<file path="src/rtl/skt_pkg.sv">
// shared types and constants for the sorted key table
package skt_pkg;

  // fixed field widths
  localparam int KEY_W = 31;
  localparam int POS_W = 9;
  localparam int FH_W  = 16;

  // request operation codes
  localparam logic OP_LOOKUP = 1'b0;
  localparam logic OP_INSERT = 1'b1;

  // response status codes
  typedef enum logic [1:0] {
    ST_OK        = 2'd0,
    ST_MISSING   = 2'd1,
    ST_DUPLICATE = 2'd2,
    ST_FULL      = 2'd3
  } rsp_status_t;

  // controller states
  typedef enum logic [2:0] {
    S_IDLE,
    S_SEARCH,
    S_COMPARE,
    S_DECIDE,
    S_SHIFT,
    S_FLUSH,
    S_WRITE,
    S_RESULT
  } state_t;

  // controller to datapath commands
  typedef struct packed {
    logic idle;
    logic load;
    logic rd_mid;
    logic cmp;
    logic search_end;
    logic latch;
    logic shift_init;
    logic shift_step;
    logic flush;
    logic write_new;
    logic post;
  } cmd_t;

  // datapath to controller status
  typedef struct packed {
    logic range_empty;
    logic key_eq;
    logic hit;
    logic is_insert;
    logic full;
    logic no_shift;
    logic shift_last;
    logic out_free;
  } sts_t;

endpackage

</file>
<file path="src/rtl/skt_ctrl.sv">
// controller state machine: search, shift and result sequencing
module skt_ctrl import skt_pkg::*; (
  input  logic clk,
  input  logic rst,
  input  logic req_valid,
  input  sts_t sts,
  output cmd_t cmd
);

  state_t state;
  state_t state_next;

  // state register
  always_ff @(posedge clk) begin
    if (rst) begin
      state <= S_IDLE;
    end else begin
      state <= state_next;
    end
  end

  // next state
  always_comb begin
    state_next = state;
    unique case (state)
      S_IDLE: begin
        if (req_valid) state_next = S_SEARCH;
      end
      S_SEARCH: begin
        state_next = sts.range_empty ? S_DECIDE : S_COMPARE;
      end
      S_COMPARE: begin
        state_next = sts.key_eq ? S_DECIDE : S_SEARCH;
      end
      S_DECIDE: begin
        if (!sts.is_insert || sts.hit || sts.full) begin
          state_next = S_RESULT;
        end else if (sts.no_shift) begin
          state_next = S_WRITE;
        end else begin
          state_next = S_SHIFT;
        end
      end
      S_SHIFT: begin
        if (sts.shift_last) state_next = S_FLUSH;
      end
      S_FLUSH: begin
        state_next = S_WRITE;
      end
      S_WRITE: begin
        state_next = S_RESULT;
      end
      S_RESULT: begin
        if (sts.out_free) state_next = S_IDLE;
      end
      default: state_next = S_IDLE;
    endcase
  end

  // command outputs
  always_comb begin
    cmd = '0;
    unique case (state)
      S_IDLE: begin
        cmd.idle = 1'b1;
        cmd.load = req_valid;
      end
      S_SEARCH: begin
        cmd.rd_mid     = !sts.range_empty;
        cmd.search_end = sts.range_empty;
      end
      S_COMPARE: cmd.cmp = 1'b1;
      S_DECIDE: begin
        cmd.latch      = 1'b1;
        cmd.shift_init = 1'b1;
      end
      S_SHIFT:  cmd.shift_step = 1'b1;
      S_FLUSH:  cmd.flush = 1'b1;
      S_WRITE:  cmd.write_new = 1'b1;
      S_RESULT: cmd.post = sts.out_free;
      default:  cmd = '0;
    endcase
  end

endmodule

</file>
<file path="config.mk">
export PLATFORM = sky130hd
export DESIGN_NAME = skt_ctrl
export DESIGN_NICKNAME = d
export VERILOG_FILES = /design/src/rtl/skt_pkg.sv /design/src/rtl/skt_ctrl.sv
export SDC_FILE = /design/constraint.sdc
export NUM_CORES = 1
export LEC_CHECK = 0
export BUFFER_PORTS_ARGS = -buffer_cell sky130_fd_sc_hd__buf_2
export CORE_AREA = 2 2 39 41
export DETAILED_ROUTE_END_ITERATION = 16
export DIE_AREA = 0 0 41 43
export HOLD_SLACK_MARGIN = 0.15
export PLACE_DENSITY = 0.44
export SLEW_MARGIN = 20
export SYNTH_ARGS = -nofsm -noshare
export SYNTH_HDL_FRONTEND = slang
export SYNTH_SLANG_ARGS = --single-unit
</file>
<file path="constraint.sdc">
create_clock -name clk -period 1.4 [get_ports clk]
set_clock_uncertainty 0.15 [all_clocks]
set_input_delay 0.28 -clock clk [delete_from_list [all_inputs] [get_ports clk]]
set_output_delay 0.28 -clock clk [all_outputs]
set_load 0.03 [all_outputs]
</file>
-- Yosys cells after proc, flatten, opt, wreduce, memory -nomap -nowiden
Cells that the tools add are included.
- register bits: 3
- latch bits: 0
- bits in writable memories: 0
- bits in read-only memories: 0
- memories kept: 0
- add/subtract/negate cells: 0
- multipliers: 0
- div/mod/pow operators: 0
- magnitude comparators: 0
- equal/unequal tests: 10
- shift-type cells: 0
- multiplexer cells: 17
- bitwise logic cells: 0
- reductions and logical operators: 6
- operators with widths (operator ; count):
    3-bit one-hot mux with 8 select lines ; 1
    3-bit == test (second input constant) ; 4
    2-bit 2-to-1 mux ; 5
    3-bit 2-to-1 mux ; 3
    1-bit 2-to-1 mux ; 8
    3-bit by 2-bit == test with 1-bit output (second input constant) ; 2
    2-bit inequality test (second input constant) ; 3
    3-bit by 1-bit == test with 1-bit output (second input constant) ; 1
    3-bit zero test ; 1
    3-bit AND reduction ; 1
    1-bit zero test ; 2
    1-bit logical OR ; 2

-- Depth between registers and ports, before layout
Gate-level depths: netlist (run 1).
- word-level depth: 5
- mapped depth: 4
- gate-level depth less buffers: 3

-- Least setup slack after synthesis (run 1)
Ideal clock, no wire load.
- kind: register to output
- start: register state[2]
- end: output cmd[9] (netlist name)
- data arrival time: 1.640 ns
- setup slack: -0.670 ns
- cell stages (with the launch flop): 4
- buffers on the path: 1
- cell sequence: dfxtp_1 buf_2 nor3_1 and2_1
- RTL lines (what ; line ; text):
    start, declared ; skt_ctrl.sv:10 ; state_t state;
    start signal, assigned ; skt_ctrl.sv:18 ; state <= state_next;
    end, declared ; skt_ctrl.sv:7 ; output cmd_t cmd

==> results of run 1 <==
## per-layer routing
metal  up-vias  share of wire, %
li1        194                 -
met2        10                51
met4         0               1.2
met3         3               6.1
met1       172                42
met5         -                 0
## worst min path at each step
stage | slack [ps] | to | depth (start not counted) | start
after global placement | 340 | state[2]$_SDFFE_PP0P_ | 2 | rst
after floorplan | 210 | state[2]$_SDFFE_PP0P_ | 1 | rst
after CTS | 240 | state[2]$_SDFFE_PP0P_ | 4 | sts[0]
after detailed placement | 340 | state[2]$_SDFFE_PP0P_ | 2 | rst
after global routing | 250 | state[2]$_SDFFE_PP0P_ | 4 | sts[0]
final | 240 | state[2]$_SDFFE_PP0P_ | 4 | sts[0]
## kinds of logic (layout without fill, tap and decap cells)
kind of cell           after synthesis  after routing  share of synthesized area (%)
buffers and inverters                5             39                           9.35
AOI/OAI and AO/OA                    6              6                           19.2
muxes                                1              1                           3.94
and+or+nand+nor                     21             21                           43.8
DFF                                  3              3                           23.6
## synth_stat cells
master    n  share of area, %
inv_1     1               1.5
buf_2     1               2.0
a41oi_2   1               6.4
a21o_1    1               3.0
nor3b_1   3               8.9
and2_1    1               2.5
and3b_1   1               3.4
nor3_1    2               3.9
mux2i_1   1               3.9
o21a_1    1               3.0
nand4b_1  1               3.4
nor2b_1   1               2.5
nand2_1   4               5.9
buf_4     1               3.0
nand3_1   1               2.0
clkbuf_1  1               1.5
or3_1     1               2.5
a21oi_1   1               2.0
dfxtp_1   3                24
a31oi_1   1               2.5
o22ai_1   1               2.5
buf_1     1               1.5
nor2_1    6               8.9
## report_power, final
part	internal, µW	switching (µW)
logic	156	127
clock network	107	44.2
registers	94.8	12.7
## worst register-to-register path, stage by stage, from the launching register on
cell	delay, ps
dfxtp_2	340
nand2_1	150
or3_1	430
a41oi_2	190
## through the flow
step	TNS, ps	cell area, µm²	utilization, %	std cells	hold WS (ps)
after detailed placement	-455	463	33.5	75	339
final	-897	658	47.6	86	244
after floorplan	-133	318	-	36	209
after global placement	-394	463	33.5	75	341
after CTS	-973	627	45.3	85	239
after global routing	-1540	658	47.6	86	250
## layout make-up
cell class / instances / area share, %
Clock buffer: 4 / 3.99
Tap cell: 16 / 3.04
Sequential cell: 3 / 10.1
Multi-Input combinational cell: 28 / 37.1
Timing Repair Buffer: 34 / 45.2
Inverter: 1 / 0.570
## timing repair
action,in CTS,in global routing
gates resized for setup,30,7
buffers inserted,5,1
hold endpoints to repair,1,0
endpoints found under the setup margin,13,11
hold buffers,1,0
pin swaps,3,1
==> flow_summary.toml, run 1 <==
[sta]
rsz0062_at_grt = "yes"
finalHoldViolCount = 0
slew_viol_final = 0
period_needed_ps = 1560
fin_ws_ps = -162
setup_viol = 11
max-slew-margin-rel_pct = 85.9
tightest_slew_ps = 211
period_share_pct = 112
fmax_mhz = 640

[placed_design]
gp_congestion = 0.716
port-buffer-count = 21
hpwl_um = 606
dp_slack_ps = -69.9

[finish]
layout_common_cells = "buf_6, buf_2, buf_4"
fin_nets = 82
seqCellArea_um2 = 66.3
regMostFlops = "state"
drive_above_1_share_pct = 75.7
multi_input_area_um2 = 244
nFillCells = 140
largest_register_ffs = 3
layout_commonest_cell = "buf_6"
diodes = 0
top_regs = "state (3)"
area_growth_pct = 159

[route]
first_pass_iters = 2
wire_per_inst_um = 9.35
drtIter0Drc = 1
drc_errors = 0
via_count = 379
wl_um = 804
avgViaCountPerCell = 4.41
postRouteAntennaNets = 0

[yosys]
synth-seq-area-share_pct = 23.6
ys_ff_latch = 3
synth_nets = 47
yosysWarnings = 0
syn_area_per_cell_um2 = 7.06
syn_area_um2 = 254
synthCells = 36
ys_types = 23

[cts]
cts.sinks = 3
h-tree-depth = 1
cts.clk_slew.worst_paths_ps = 30
insertion_delay_ps = 230
numCtsBuffers = 3
cts_tree = "built"
root_buffer = "clkbuf_4"
clk_path_buf_depth = 2

[critical_path]
r2r_cells = 3
cp_top_family = "flip-flops"
crit_type = "flop to output port"
crit_buf_inv = 2
cp.depth = 4
crit_end = "cmd[9]"
reg2reg_to = "state[0]$_SDFFE_PP0P_"
worstPathArrival_ps = 1130
cpPeakStageDelay_ps = 320
crit_required_ps = 970
worstSetupEndpointType = "output port"
r2r_start = "state[1]$_SDFFE_PP0P_"
cp-startpoint = "state[0]$_SDFFE_PP0P_"
path_max_fanout = 8
path_cells = "buf_12, nor3_4, and2_4, buf_6"
rrSetupSlack_ps = 60
critPathLaunchType = "flop"
slowest_stage = "dfxtp_2"

[global_route]
top_usage_layer = "met2"
grt_pass1_vias = 334
grt_overflow_total = 0
grt_antenna_before_repair = 0
met1_usage_pct = 11.5
met2_usage_pct = 15.9
grt_usage_pct = 10.8
grt_max_degree = 12
gr-usage-met3_pct = 6.28
grt_pass1_wl_um = 1260

[die]
fp.dieH_um = 43
io_pins = 22
die_w_um = 41
core_um2 = 1380
rows = 14
start_util_pct = 18.4
dieArea_um2 = 1760

[power]
ir_worst_vdd_uv = 448
power_density_nw_per_um2 = 822
power.total_uw = 541
p_leak_uw = 0.000293

[run_status]
violations = "setup timing"
status = "finished with violations"

[run]
maxCapViolCount = 0

[min_path]
hold_path_class = "primary input to flop"
No activity file was read; power rests on OpenSTA's default activity.
==> run 2, diff against run 1 <==
--- a/config.mk
+++ b/config.mk
@@ -6,11 +6,13 @@
 export NUM_CORES = 1
 export LEC_CHECK = 0
 export BUFFER_PORTS_ARGS = -buffer_cell sky130_fd_sc_hd__buf_2
-export CORE_AREA = 2 2 39 41
+export CELL_PAD_IN_SITES_DETAIL_PLACEMENT = 1
+export CELL_PAD_IN_SITES_GLOBAL_PLACEMENT = 2
+export CORE_AREA = 2 2 45 47
 export DETAILED_ROUTE_END_ITERATION = 16
-export DIE_AREA = 0 0 41 43
+export DIE_AREA = 0 0 47 49
 export HOLD_SLACK_MARGIN = 0.15
-export PLACE_DENSITY = 0.44
+export PLACE_DENSITY = 0.64
 export SLEW_MARGIN = 20
 export SYNTH_ARGS = -nofsm -noshare
 export SYNTH_HDL_FRONTEND = slang
==> flow_summary.toml, run 2 (synthesis gave the netlist of run 1 again) <==
[run_status]
status = "finished with violations"
violations = "setup timing"

[cts]
clk_path_buf_depth = 2
root_buffer = "clkbuf_4"
numCtsBuffers = 3
h-tree-depth = 1
cts.clk_slew.worst_paths_ps = 40
insertion_delay_ps = 240
cts_tree = "built"
cts.sinks = 3

[finish]
regMostFlops = "state"
drive_above_1_share_pct = 79.2
diodes = 0
fin_nets = 84
area_growth_pct = 171
final_util_pct = 37.4
nFillCells = 227
layout_common_cells = "buf_6, buf_2, buf_4, nor2_4, clkbuf_4"
largest_register_ffs = 3
top_regs = "state (3)"
layout_commonest_cell = "buf_6"

[sta]
max-slew-margin-rel_pct = 88.2
setup_viol = 13
period_needed_ps = 1550
period_share_pct = 110
slew_viol_final = 0
finalHoldViolCount = 0
tightest_slew_ps = 176
fmax_mhz = 647
fin_ws_ps = -146
rsz0062_at_grt = "yes"

[die]
io_pins = 22
rows = 16
die_w_um = 47
fp.dieH_um = 49
dieArea_um2 = 2300
core_um2 = 1840
start_util_pct = 13.8

[route]
wire_per_inst_um = 10.1
drtIter0Drc = 0
first_pass_iters = 1
postRouteAntennaNets = 0
drc_errors = 0
wl_um = 1000
via_count = 395
avgViaCountPerCell = 3.99

[critical_path]
cpPeakStageDelay_ps = 400
crit_required_ps = 970
crit_type = "flop to output port"
path_max_fanout = 6
worstSetupEndpointType = "output port"
worstPathArrival_ps = 1120
slowest_stage = "dfxtp_4"
path_cells = "buf_6, nor3b_2, buf_4"
critPathLaunchType = "flop"

[global_route]
grt_pass1_wl_um = 1730
grt_pass1_vias = 428
grt_max_degree = 7
grt_overflow_total = 0
grt_usage_pct = 10.5
grt_antenna_before_repair = 0

[min_path]
hold_path_class = "primary input to flop"

[run]
maxCapViolCount = 0

[placed_design]
hpwl_um = 734
port-buffer-count = 21
gp_congestion = 0.688

[power]
p_leak_uw = 0.000313
ir_worst_vdd_uv = 695
power.total_uw = 538
power_density_nw_per_um2 = 781
## run 2: changes by cell type in the layout (fill, tap and decap cells not counted), sizes merged
| cell | before | now |
|---|---|---|
| buf | 33 | 35 |
## run 2: final timing paths
check | to | start | slack, ps | cells after the start
setup / recovery | cmd[3] | state[2]$_SDFFE_PP0P_ | -150 | 3
hold / removal | state[2]$_SDFFE_PP0P_ | sts[0] | 250 | 4
setup reg to reg | state[1]$_SDFFE_PP0P_ | state[2]$_SDFFE_PP0P_ | -90 | 5
hold reg to reg | state[0]$_SDFFE_PP0P_ | state[0]$_SDFFE_PP0P_ | 500 | 2
## run 2: what timing repair did
item | 4_1_cts | 5_1_grt
resized for setup | 38 | 5
hold buffers | 1 | 0
endpoints found under the setup margin | 13 | 13
pin swaps | 7 | 4
hold endpoints to repair | 1 | 0
buffers inserted | 2 | 3
## run 2: metal layers
| layer | wire length [µm] | global-route usage [%] |
|---|---|---|
| met3 | 56 | 4.44 |
| met5 | 0 | 0 |
| met4 | 0 | 2.78 |
| met2 | 521 | 16.9 |
| met1 | 423 | 12.5 |
## run 2: power breakdown
| group | switching [µW] | total [µW] | internal [µW] |
|---|---|---|---|
| clock | 52.0 | 159 | 107 |
| sequential | 17.2 | 112 | 94.9 |
| combinational | 122 | 267 | 145 |
## run 2: worst max-delay path, delay by kind of cell, from the launching register on
| family | cells | cell delay [ps] |
|---|---|---|
| AND/OR/NAND/NOR | 1 | 160 |
| flip-flops | 1 | 400 |
| buffers and inverters | 2 | 320 |
## run 2: final cells by class
class                   instances  area [µm²]  area share (%)
well taps                      27        33.8            4.90
multi-input cells              28         249            36.1
clock buffers                   4        26.3            3.81
flip-flops and latches          3        68.8            9.98
inverters                       1        3.75           0.544
repair buffers                 36         308            44.6
## run 2: through the flow
| step | setup WS [ps] | cell area (µm²) | setup TNS [ps] | hold WS (ps) | cells |
|---|---|---|---|---|---|
| 2_1_floorplan | -90.9 | 318 | -133 | 209 | 36 |
| 3_3_place_gp | -47.0 | 487 | -316 | 349 | 89 |
| 5_1_grt | -207 | 689 | -2050 | 269 | 99 |
| 6_report | -146 | 689 | -1240 | 251 | 99 |
| 3_5_place_dp | -106 | 487 | -427 | 338 | 89 |
| 4_1_cts | -151 | 647 | -1180 | 243 | 96 |
